[config.mk]
export PLATFORM = sky130hd
export DESIGN_NAME = abb_rot_cell
export DESIGN_NICKNAME = d
export VERILOG_FILES = /design/src/sv/abb_pkg.sv /design/src/sv/abb_rot_cell.sv
export SDC_FILE = /design/constraint.sdc
export NUM_CORES = 1
export LEC_CHECK = 0
export BUFFER_PORTS_ARGS = -buffer_cell sky130_fd_sc_hd__buf_2
export CORE_AREA = 2 2 306 308
export DETAILED_ROUTE_END_ITERATION = 8
export DIE_AREA = 0 0 308 310
export PLACE_DENSITY = 0.67
export RECOVER_POWER = 50
export SKIP_CTS_REPAIR_TIMING = 1
export SLEW_MARGIN = 10
export SYNTH_ARGS = -nofsm -noshare
export SYNTH_HDL_FRONTEND = slang
export SYNTH_SLANG_ARGS = --single-unit
[constraint.sdc]
create_clock -name clk -period 6.4 [get_ports clk]
set_clock_uncertainty 0.05 [all_clocks]
set_input_delay 0.64 -clock clk [delete_from_list [all_inputs] [get_ports clk]]
set_output_delay 0.64 -clock clk [all_outputs]
set_load 0.05 [all_outputs]
[src/sv/abb_pkg.sv]
// ----------------------------------------------------------------------------
// abb_pkg : shared types, constants and functions for the arc bounding box
// Arctangent table in 2^-24 turn, CORDIC gain, fixed widths, stage record.
// ----------------------------------------------------------------------------
package abb_pkg;

  localparam int CoordBits = 16;
  localparam int Stages = 16;
  localparam int ShiftBits = $clog2(Stages);
  localparam int VecBits = 36;   // 18-bit difference times 2^14 plus growth
  localparam int ZBits = 26;     // angle accumulator, 2^-24 turn
  localparam int RotBits = 34;   // Q2.30 rotation datapath
  localparam int ExtBits = 20;   // widened coordinate
  localparam logic signed [ZBits-1:0] TurnHalf = 26'sd8388608;
  localparam logic signed [RotBits-1:0] CordicK = 34'sd652032874;

  // shape kinds; the spare code 3 behaves as an arc
  localparam logic [1:0] FnArc = 2'd0;
  localparam logic [1:0] FnChord = 2'd1;
  localparam logic [1:0] FnPie = 2'd2;

  typedef logic signed [CoordBits-1:0] coord_t;
  typedef logic signed [ExtBits-1:0] ext_t;
  typedef logic signed [VecBits-1:0] vec_t;
  typedef logic signed [ZBits-1:0] ang_t;
  typedef logic signed [RotBits-1:0] rot_t;
  typedef logic [ShiftBits-1:0] shift_t;

  function automatic ang_t atan_turn(input int i);
    ang_t t;
    case (i)
      0: t = 26'sd2097152;  1: t = 26'sd1238021;  2: t = 26'sd654136;
      3: t = 26'sd332050;   4: t = 26'sd166669;   5: t = 26'sd83416;
      6: t = 26'sd41718;    7: t = 26'sd20860;    8: t = 26'sd10430;
      9: t = 26'sd5215;     10: t = 26'sd2608;    11: t = 26'sd1304;
      12: t = 26'sd652;     13: t = 26'sd326;     14: t = 26'sd163;
      15: t = 26'sd81;      16: t = 26'sd41;      17: t = 26'sd20;
      18: t = 26'sd10;      19: t = 26'sd5;       20: t = 26'sd3;
      21: t = 26'sd1;       22: t = 26'sd1;
      default: t = '0;
    endcase
    return t;
  endfunction

  // Everything a request carries down the row besides the CORDIC vectors, angles, zero flags and quadrant words.
  typedef struct packed {
    logic ok;
    logic pie;
    ext_t l;
    ext_t t;
    ext_t r;
    ext_t b;
    ext_t xc;
    ext_t yc;
    ext_t hx;
    ext_t hy;
  } geo_t;

endpackage

[src/sv/abb_rot_cell.sv]
// ----------------------------------------------------------------------------
// abb_rot_cell : one rotation CORDIC stage, two vectors side by side
// Drives the residual angle to zero, giving cosine and sine.
// ----------------------------------------------------------------------------
module abb_rot_cell (
  input  logic                clk,
  input  logic                en,
  input  abb_pkg::shift_t     shift,
  input  abb_pkg::rot_t [1:0] x_in,
  input  abb_pkg::rot_t [1:0] y_in,
  input  abb_pkg::ang_t [1:0] z_in,
  input  logic [1:0][1:0]     q_in,
  input  logic [1:0][15:0]    a_in,
  input  abb_pkg::geo_t       geo_in,
  output abb_pkg::rot_t [1:0] x_out,
  output abb_pkg::rot_t [1:0] y_out,
  output abb_pkg::ang_t [1:0] z_out,
  output logic [1:0][1:0]     q_out,
  output logic [1:0][15:0]    a_out,
  output abb_pkg::geo_t       geo_out
);

  always_ff @(posedge clk) begin
    if (en) begin
      geo_out <= geo_in;
      q_out <= q_in;
      a_out <= a_in;
      for (int k = 0; k < 2; k++) begin
        if (!z_in[k][abb_pkg::ZBits-1]) begin
          x_out[k] <= x_in[k] - (y_in[k] >>> shift);
          y_out[k] <= y_in[k] + (x_in[k] >>> shift);
          z_out[k] <= z_in[k] - abb_pkg::atan_turn(int'(shift));
        end else begin
          x_out[k] <= x_in[k] + (y_in[k] >>> shift);
          y_out[k] <= y_in[k] - (x_in[k] >>> shift);
          z_out[k] <= z_in[k] + abb_pkg::atan_turn(int'(shift));
        end
      end
    end
  end

endmodule

==> metrics.csv <==
metric,value,unit
core area,0.09249,sq mm
Worst-Margin Slew,5.152,ns
Placer Congestion,0.9672,
Via Count,28620,
Worst Path Required,6.72,ns
clk buf depth,3,
cell taking the most area after synthesis,edfxtp_1,
WL/cell,23.24,um
max_cap viols,2,
Antenna Nets Post-Route,0,
max-slew violation count,258,
fin crit share,90.46,%
largest net degree at the start of global routing,168,
clock-pin transition on the worst setup and hold timing paths,0.06,ns
die width,308,um
syn nets,3652,
WP data arrival,6.11,ns
initial antenna violation count,38,
first-pass GRT wire length,170000,um
Initial DRT Pass Iterations,7,
Peak Freq,172.7,MHz
Power per Cell Area,300.7,mW/mm^2
Worst setup SP type,input pin,
chip height,310,um
DIE AREA,0.09548,sq mm
Max VDD drop,0.0002806,V
ys async rst share,0,%
area share of the largest cell type after synthesis,36.01,%
Site Rows,112,
RSZ-0062 raised after global routing,false,
Syn Area/Cell,10.51,sq um
Ys Warns,0,
post-synthesis sequential area ratio,36.01,%
area post-placement,0.03757,sq mm
ranking of synthesized cells by area,"edfxtp_1 36%, mux4_2 11%, ha_1 7.5%",
Slew HR,-243.4,%
mapped cell area,0.03219,sq mm
setup violators final,0,
H-Tree Depth,2,
Total GRT Usage,23.54,%
Clock Sinks,386,
"EDFF count, synth",386,
via/cell ratio,5.629,
synth-to-layout area growth,21.01,%
Leakage,15.95,nW
CTS tree,done,
slowest stage cell on the critical path,o41ai_1,
Num CTS Buffers,46,
Top-Level Pins,778,
CP top delay family,simple AND/OR/NAND/NOR gates,
layout cells sized above 1,27.88,%
Synth cell types,95,
Layout Nets,4426,
hold crit path type,input pin to flop,
dpl hpwl,94180,um
cell mode on critical path,and2_1,
placed insts,4985,
failing checks,"capacitance limit, slew limit",
final WL,118200,um
Setup TNS Final,0,ns
critical-path cell list,buf_8 > buf_12 > buf_4 > mux4_2 > mux2_2 > or3_1 > mux2i_1 > and2_1 > nand2_1 > nor4b_2 > and2_1 > nor2_1 > xnor2_1 > ha_1 > and2_1 > a2111oi_0 > a21oi_1 > o41ai_1 > o31ai_1 > xnor2_1,
Syn Inst Count,3062,
fin crit period,5.790,ns
Final Non-Filler Cells,5085,
drt initial violations,2536,
Tot Pwr,11.71,mW
max incr delay on CP,0.58,ns
dominant synthesized flop cell,edfxtp_1,
CTS root buffer,clkbuf_16,
status,"finished, violations left",
fin area,0.03895,sq mm
critical path class,input pin to flop,
Initial Util,34.81,%
"flops & latches, synth",386,
Worst setup EP type,flop,
Worst Path Buf+Inv,3,
global route overflow,0,
DRC,0,
Final Hold Viols,0,
vias in the first global route,26750,
Port-buffer cells,777,
crit path max fanout,34,
-- kinds of logic after synthesis --
logic type / after synthesis / share of synthesized area [%]
flops: 386 / 36.01
fa+ha+maj: 198 / 7.836
mux: 311 / 16.16
buf+inv: 235 / 3.661
xor+xnor: 298 / 8.108
compound gates: 799 / 15.67
simple gates: 835 / 12.56
-- final timing paths --
path / from / endpoint / slack [ns] / depth (start not counted)
setup / recovery: shift[0] / x_out[67] / 0.61 / 20
hold / removal: geo_in[93] / geo_out[93] / 0.13 / 1
-- cells in the final DEF (no fill, tap or decap), types with 40 or more instances in the layout --
cell type / Yosys / final
clkbuf_16: 0 / 46
o21ai_0: 165 / 165
a21o_1: 69 / 69
ha_1: 192 / 192
and2_1: 40 / 40
a21oi_1: 254 / 254
xnor2_1: 214 / 214
buf_4: 14 / 83
inv_1: 92 / 89
mux4_2: 151 / 151
nor2_1: 238 / 237
edfxtp_1: 386 / 386
nand2_1: 235 / 235
a31oi_1: 48 / 48
buf_2: 31 / 646
nand3_1: 59 / 59
mux2i_1: 94 / 94
and3_1: 50 / 50
clkbuf_1: 62 / 130
nor3_1: 51 / 51
mux2_2: 58 / 58
xor2_1: 84 / 84
-- final cells by class --
cell class / count / area, sq um
Sequential cell: 386 / 11590
Clock inverter: 33 / 357.8
Multi-Input combinational cell: 2441 / 19420
Tap cell: 1197 / 1498
Fill cell: 9055 / 53530
Antenna cell: 18 / 45.04
Inverter: 94 / 354.1
Timing Repair Buffer: 867 / 4522
Clock buffer: 49 / 1162
-- through the flow --
stage	util [%]	worst slack, ns	hold WS (ns)
2_1_floorplan	-	0.06384	0.6889
3_3_place_gp	40.62	0.1013	0.7668
3_5_place_dp	40.62	0.04874	0.7682
4_1_cts	42.26	0.6892	0.09947
5_1_grt	42.12	0.1720	0.1137
6_report	42.12	0.6103	0.1325
-- registers in the layout (all words and copies together), names as in the netlist --
| name | count |
|---|---|
| x_out | 68 |
| y_out | 68 |
| z_out | 52 |
| q_out | 4 |
| a_out | 32 |
| geo_out | 162 |
-- power breakdown --
part           internal (mW)  switching, mW  leakage (nW)
Combinational           1.73           3.73          11.4
Clock                   1.57           1.14         0.742
Sequential              3.40          0.149          3.78
Total                   6.69           5.02          16.0
-- Yosys cell counts, drive strengths merged (62+ instances only) --
cell type and number:
edfxtp 386, a21oi 254, nor2 239, nand2 235, xnor2 214, ha 192, o21ai 167, mux4 158
mux2i 95, inv 93, xor2 84, buf 78, a21o 69, clkbuf 62
-- routing by layer --
layer	up-vias	global-route usage, %	wire, um
li1	13230	-	-
met1	13710	28.95	46020
met2	1395	39.04	55500
met3	267	5.660	10600
met4	28	10.87	5849
met5	-	0	190
Note: power is estimated with default switching activity, not from simulation.
