**src/sv/abb_pkg.sv**
```systemverilog
// ----------------------------------------------------------------------------
// abb_pkg : shared types, constants and functions for the arc bounding box
// Arctangent table in 2^-24 turn, CORDIC gain, fixed widths, stage record.
// ----------------------------------------------------------------------------
package abb_pkg;

  localparam int CoordBits = 16;
  localparam int Stages = 16;
  localparam int ShiftBits = $clog2(Stages);
  localparam int VecBits = 36;   // 18-bit difference times 2^14 plus growth
  localparam int ZBits = 26;     // angle accumulator, 2^-24 turn
  localparam int RotBits = 34;   // Q2.30 rotation datapath
  localparam int ExtBits = 20;   // widened coordinate
  localparam logic signed [ZBits-1:0] TurnHalf = 26'sd8388608;
  localparam logic signed [RotBits-1:0] CordicK = 34'sd652032874;

  // shape kinds; the spare code 3 behaves as an arc
  localparam logic [1:0] FnArc = 2'd0;
  localparam logic [1:0] FnChord = 2'd1;
  localparam logic [1:0] FnPie = 2'd2;

  typedef logic signed [CoordBits-1:0] coord_t;
  typedef logic signed [ExtBits-1:0] ext_t;
  typedef logic signed [VecBits-1:0] vec_t;
  typedef logic signed [ZBits-1:0] ang_t;
  typedef logic signed [RotBits-1:0] rot_t;
  typedef logic [ShiftBits-1:0] shift_t;

  function automatic ang_t atan_turn(input int i);
    ang_t t;
    case (i)
      0: t = 26'sd2097152;  1: t = 26'sd1238021;  2: t = 26'sd654136;
      3: t = 26'sd332050;   4: t = 26'sd166669;   5: t = 26'sd83416;
      6: t = 26'sd41718;    7: t = 26'sd20860;    8: t = 26'sd10430;
      9: t = 26'sd5215;     10: t = 26'sd2608;    11: t = 26'sd1304;
      12: t = 26'sd652;     13: t = 26'sd326;     14: t = 26'sd163;
      15: t = 26'sd81;      16: t = 26'sd41;      17: t = 26'sd20;
      18: t = 26'sd10;      19: t = 26'sd5;       20: t = 26'sd3;
      21: t = 26'sd1;       22: t = 26'sd1;
      default: t = '0;
    endcase
    return t;
  endfunction

  // Everything a request carries down the row besides the CORDIC vectors, angles, zero flags and quadrant words.
  typedef struct packed {
    logic ok;
    logic pie;
    ext_t l;
    ext_t t;
    ext_t r;
    ext_t b;
    ext_t xc;
    ext_t yc;
    ext_t hx;
    ext_t hy;
  } geo_t;

endpackage

```
**src/sv/abb_vec_cell.sv**
```systemverilog
// ----------------------------------------------------------------------------
// abb_vec_cell : one vectoring CORDIC stage, two vectors side by side
// Rotates each vector towards +x and accumulates its angle.
// ----------------------------------------------------------------------------
module abb_vec_cell (
  input  logic                clk,
  input  logic                en,
  input  abb_pkg::shift_t     shift,
  input  abb_pkg::vec_t [1:0] x_in,
  input  abb_pkg::vec_t [1:0] y_in,
  input  abb_pkg::ang_t [1:0] z_in,
  input  abb_pkg::geo_t       geo_in,
  output abb_pkg::vec_t [1:0] x_out,
  output abb_pkg::vec_t [1:0] y_out,
  output abb_pkg::ang_t [1:0] z_out,
  output abb_pkg::geo_t       geo_out
);

  always_ff @(posedge clk) begin
    if (en) begin
      geo_out <= geo_in;
      for (int k = 0; k < 2; k++) begin
        if (!y_in[k][abb_pkg::VecBits-1]) begin
          x_out[k] <= x_in[k] + (y_in[k] >>> shift);
          y_out[k] <= y_in[k] - (x_in[k] >>> shift);
          z_out[k] <= z_in[k] + abb_pkg::atan_turn(int'(shift));
        end else begin
          x_out[k] <= x_in[k] - (y_in[k] >>> shift);
          y_out[k] <= y_in[k] + (x_in[k] >>> shift);
          z_out[k] <= z_in[k] - abb_pkg::atan_turn(int'(shift));
        end
      end
    end
  end

endmodule

```
**config.mk**
```make
export PLATFORM = sky130hd
export DESIGN_NAME = abb_vec_cell
export DESIGN_NICKNAME = d
export VERILOG_FILES = /design/src/sv/abb_pkg.sv /design/src/sv/abb_vec_cell.sv
export SDC_FILE = /design/constraint.sdc
export NUM_CORES = 1
export LEC_CHECK = 0
export ABC_AREA = 0
export BUFFER_PORTS_ARGS = -buffer_cell sky130_fd_sc_hd__buf_2
export CAP_MARGIN = 40
export CORE_AREA = 2 2 277 279
export DETAILED_ROUTE_END_ITERATION = 10
export DIE_AREA = 0 0 279 281
export PLACE_DENSITY = 0.76
export SLEW_MARGIN = 20
export SYNTH_ARGS = -nofsm -noshare
export SYNTH_HDL_FRONTEND = slang
export SYNTH_SLANG_ARGS = --single-unit
```
**constraint.sdc**
```tcl
create_clock -name clk -period 9.3 [get_ports clk]
set_input_delay 0.465 -clock clk [delete_from_list [all_inputs] [get_ports clk]]
set_output_delay 0.465 -clock clk [all_outputs]
set_load 0.01 [all_outputs]
```
==> results.json, run 1 <==
{
  "status": "complete, no violations",
  "cts_setup_buffers": 0,
  "fillCellCount": 6882,
  "ys_ff_latch": 358,
  "route.detailed.drc": 0,
  "cts.clk_slew.worst_paths_ps": 60,
  "crit_type": "in2reg",
  "crit_end": "y_out[71]",
  "power_density_nw_per_um2": 182,
  "grtUsageTotal_pct": 26.4,
  "gr-total-overflow": 0,
  "ctsResizeCount": 0,
  "ys_seq_area_share_pct": 33.8,
  "postCtsHoldBufs": 0,
  "cp_cell_sequence": "buf_8 > buf_12 > mux4_2 > mux2_2 > mux2_2 > a211oi_1 > and3_1 > nor2b_1 > a21oi_1 > xnor2_1 > ha_1 > o21ai_0 > a21oi_1 > a221oi_1 > o2bb2ai_1 > nor3b_1 > a31oi_1 > o41ai_1 > o21a_1 > o21ai_0 > xnor2_1",
  "slowest_delay_ps": 610,
  "place_congestion": 0.998,
  "synthArstFlopShare_pct": 0,
  "worstPathRequired_ps": 9620,
  "core_sq_um": 75400,
  "setup_slack_ps": 2700,
  "crit_fanout": 90,
  "hold-worst-slack_ps": 61.3,
  "pwr-share-seq_pct": 33.8,
  "port_buffers": 721,
  "clk_path_buf_depth": 3,
  "rsz0062_at_grt": "false",
  "maxCapViolCount": 0,
  "grt_pass1_vias": 26200,
  "synth.top_cell.area_share_pct": 33.8,
  "cts.sinks": 358,
  "area_growth_pct": 18.4,
  "post-place-ws_ps": 2250,
  "hold_viol": 0,
  "synth_nets": 3585,
  "yosys-top-cells-count": "358 x edfxtp_1, 241 x a21oi_1, 229 x nand2_1",
  "clock.fmax_ghz": 0.152,
  "io_pins": 722,
  "synth_area_sq_um": 31800,
  "grt_max_degree": 167,
  "vdd_ir_drop_max_v": 0.000149,
  "hpwl_um": 84900,
  "internal_power_mw": 4.33,
  "cp.arrival_ps": 6920,
  "synthCells": 3012,
  "synth_most_common_cell": "edfxtp_1",
  "clkPwrFrac_pct": 23.5,
  "routed_wirelength_um": 109000,
  "drv_slew": 0,
  "ant_nets": 0,
  "crit_cells": 21,
  "cts_tree": "done",
  "comb_power_share_pct": 42.8,
  "via_per_inst": 6.00,
  "grt_first_pass_wirelength_um": 159000,
  "die_h_um": 281,
  "drtPass1Iterations": 6,
  "antenna_found_initial": 24,
  "ys_types": 87,
  "synth_top_area_cell": "edfxtp_1",
  "power_mw": 6.85,
  "synth_flop_cell": "edfxtp_1",
  "initial_core_util_pct": 42.2,
  "die_w_um": 279,
  "crit_slowest_cell": "mux4_2",
  "tns_ps": 0,
  "num_vias": 28200,
  "total_leakage_power_nw": 15.8,
  "cp-start-kind": "primary input",
  "critPathTopFamily": "compound AO/OA/AOI/OAI gates",
  "netSwitchingPower_mw": 2.52,
  "die_area_sq_um": 78400,
  "clock_tree.root_cell": "clkbuf_16",
  "hold_class": "in2reg",
  "worst_pin_slew_ps": 984,
  "relSlewSlack_pct": 34.4,
  "period_share_pct": 70.9,
  "finalSetupViolCount": 0,
  "wire_per_inst_um": 23.2,
  "path_buf_inv": 2,
  "cts_buffers": 40,
  "fin_util_pct": 49.9,
  "rows": 101,
  "synth-edff-count": 358,
  "drt_iter0_drc": 2860,
  "final_nets": 4235,
  "drive_gt1_share_pct": 29.9,
  "synth_area_leaders": "edfxtp_1 34%, mux4_2 14%, ha_1 8.0%",
  "yosys_warnings": 0,
  "startpoint": "shift[0]",
  "switching_share_pct": 36.8,
  "end_kind": "flip-flop",
  "period_minus_slack_ps": 6600,
  "ctsHtreeMaxLevel": 2,
  "avgSynthCellArea_sq_um": 10.6
}
[registers in the layout, summed over array words and instances, names as in the netlist]
signal	cells
x_out	72
geo_out	162
z_out	52
y_out	72
[how the worst min path moves through the flow]
stage,from,to,slack [ps],cells after the start
global placement,geo_in[24],geo_out[24],640,1
global route,geo_in[94],geo_out[94],50,1
CTS,geo_in[50],geo_out[50],30,1
floorplan,geo_in[0],geo_out[0],560,0
finish,geo_in[94],geo_out[94],60,1
detailed placement,geo_in[76],geo_out[76],640,1
[cell usage in the layout (no fill, tap or decap), types with 91 or more instances in the layout]
cell type | netlist | layout
a21o_1 | 91 | 91
xnor2_1 | 220 | 220
buf_2 | 31 | 717
nand2_1 | 229 | 229
edfxtp_1 | 358 | 358
nor2_1 | 226 | 224
o21ai_0 | 167 | 167
xor2_1 | 94 | 94
mux2i_1 | 112 | 112
ha_1 | 203 | 203
mux4_2 | 196 | 196
a21oi_1 | 241 | 241
[cell families (layout without fill, tap and decap cells)]
| kind of cell | Yosys count | after routing | share of synthesized area [%] |
|---|---|---|---|
| AND/OR/NAND/NOR | 801 | 801 | 12.4 |
| flip-flops | 358 | 358 | 33.8 |
| adder cells (fa/ha/maj) | 209 | 209 | 8.36 |
| multiplexers | 355 | 355 | 19.1 |
| other | 0 | 22 | 0 |
| buffers and inverters | 220 | 900 | 2.94 |
| AO/OA/AOI/OAI | 755 | 755 | 14.8 |
| XOR/XNOR | 314 | 314 | 8.65 |
[metal layers]
layer	wire length [um]	track usage, %
met5	7	0
met3	10200	5.25
met1	41900	33.2
met2	50200	42.8
met4	6320	14.4
[through the flow]
stage | cell area [sq um] | instances
final | 37700 | 4692
after global routing | 37600 | 4691
after CTS | 37500 | 4668
after detailed placement | 36300 | 4596
after global placement | 36200 | 4593
after floorplan | 31800 | 3012
[power by group through the flow]
stage,clock (mW),combinational (mW),sequential (mW)
floorplan,0,1.74,2.48
global placement,0,2.86,2.34
detailed placement,0,2.88,2.34
CTS,1.65,2.90,2.31
global route,1.70,3.18,2.34
finish,1.61,2.93,2.31
[layout make-up]
type	instances	area, sq um	share of cell area (%)
Multi-Input combinational cell	2434	20100	53.4
Sequential cell	358	10800	28.6
Timing Repair Buffer	749	3920	10.4
Tap cell	978	1220	3.25
Clock buffer	45	1020	2.71
Inverter	79	299	0.794
Clock inverter	27	264	0.701
Antenna cell	22	55.1	0.146
No activity file was read; power rests on OpenSTA's default activity.
==> run 2: changes to the inputs <==
==> constraint.sdc (replaced) <==
create_clock -name clk -period 6.7 [get_ports clk]
set_input_delay 0.335 -clock clk [delete_from_list [all_inputs] [get_ports clk]]
set_output_delay 0.335 -clock clk [all_outputs]
set_load 0.01 [all_outputs]
==> results.json, run 2 (synthesis results as in run 1) <==
{
  "status": "complete, no violations",
  "power_density_nw_per_um2": 245,
  "total_leakage_power_nw": 16.6,
  "ant_nets": 0,
  "drtPass1Iterations": 6,
  "place_congestion": 0.981,
  "regMostFlops": "geo_out",
  "num_vias": 29300,
  "cts.sinks": 358,
  "slowest_delay_ps": 600,
  "die_w_um": 279,
  "drive_gt1_share_pct": 29.2,
  "final_nets": 4428,
  "path_buf_inv": 3,
  "wire_per_inst_um": 23.5,
  "die_area_sq_um": 78400,
  "crit_fanout": 43,
  "maxCapViolCount": 0,
  "cts_buffers": 41,
  "clk_path_buf_depth": 3,
  "grt_max_degree": 169,
  "relSlewSlack_pct": 30.0,
  "critPathTopFamily": "compound AO/OA/AOI/OAI gates",
  "period_minus_slack_ps": 5710,
  "grt_pass1_vias": 28300,
  "crit_slowest_cell": "mux4_2",
  "rows": 101,
  "core_sq_um": 75400,
  "tns_ps": 0,
  "area_growth_pct": 24.6,
  "final_cell_mix": "715 x buf_2, 358 x edfxtp_1, 241 x a21oi_1",
  "cp-start-kind": "primary input",
  "cts.clk_slew.worst_paths_ps": 60,
  "drt_iter0_drc": 2980,
  "routed_wirelength_um": 115000,
  "largestRegisters": "geo_out (162), x_out (72), y_out (72)",
  "clock.fmax_ghz": 0.175,
  "gr-total-overflow": 0,
  "die_h_um": 281,
  "hold-worst-slack_ps": 77.9,
  "fillCellCount": 6642,
  "largest_reg_flops": 162,
  "worstPathRequired_ps": 7030,
  "cts_tree": "done",
  "fin_util_pct": 52.5,
  "ctsResizeCount": 0,
  "grtUsageTotal_pct": 27.9,
  "multi_input_area_sq_um": 20100,
  "via_per_inst": 5.98,
  "finalSetupViolCount": 0,
  "regArea_sq_um": 10800,
  "period_share_pct": 85.2,
  "cts_setup_buffers": 0,
  "cp_cell_sequence": "buf_8 > buf_12 > buf_4 > mux4_2 > mux2_2 > mux2i_1 > and3b_1 > and3_1 > a31oi_1 > xnor2_1 > ha_1 > a21o_1 > a21o_1 > or3_1 > o22a_1 > a21oi_1 > nor4_1 > nor3_1 > a211o_1 > o21ai_0 > xnor2_1",
  "clock_tree.root_cell": "clkbuf_16",
  "final_common_cell": "buf_2",
  "vdd_ir_drop_max_v": 0.000244,
  "ctsHtreeMaxLevel": 2,
  "port_buffers": 721,
  "io_pins": 722,
  "grt_first_pass_wirelength_um": 169000,
  "antenna_found_initial": 29,
  "hpwl_um": 86600,
  "route.detailed.drc": 0,
  "worst_pin_slew_ps": 1050,
  "crit_type": "in2reg",
  "postCtsHoldBufs": 162,
  "drv_slew": 0,
  "end_kind": "flip-flop",
  "hold_viol": 0,
  "cp.arrival_ps": 6040,
  "rsz0062_at_grt": "false",
  "initial_core_util_pct": 42.2,
  "hold_class": "in2reg"
}
[run 2: power breakdown]
part	internal, mW	total (mW)	switching [mW]
Combinational	1.78	4.19	2.42
Sequential	3.06	3.21	0.155
Clock	1.32	2.31	0.999
Total	6.15	9.72	3.57
[run 2: per-layer routing]
metal	up-vias	global-route usage [%]	part of all wire [%]	wire [um]
li1	13300	-	-	-
met1	13900	34.1	38	43500
met2	1716	45.6	47	53800
met3	336	5.84	8.9	10200
met4	2	16.7	6.3	7250
met5	-	0	0.011	13
[run 2: stage by stage]
step	power, mW	setup WS, ps	area [sq um]	std cells
floorplan	5.86	129	31800	3012
global placement	7.25	546	36600	4627
detailed placement	7.29	419	36600	4628
CTS	9.70	1030	39600	4864
global route	10.2	507	39600	4890
finish	9.72	992	39600	4893
[run 2: layout make-up]
class	instances	area share, %
antenna	29	0.183
clock buffer	44	2.67
clock inverter	30	0.770
inverter	79	0.754
multi-input combinational	2434	50.8
sequential	358	27.1
tap	978	3.09
timing repair buffer	941	14.7
[run 2: path summary, 6_finish.rpt]
path        end     start  slack, ps  cells after the start
max   y_out[35]  shift[0]        990                     21
min    y_out[0]   y_in[0]         80                      2
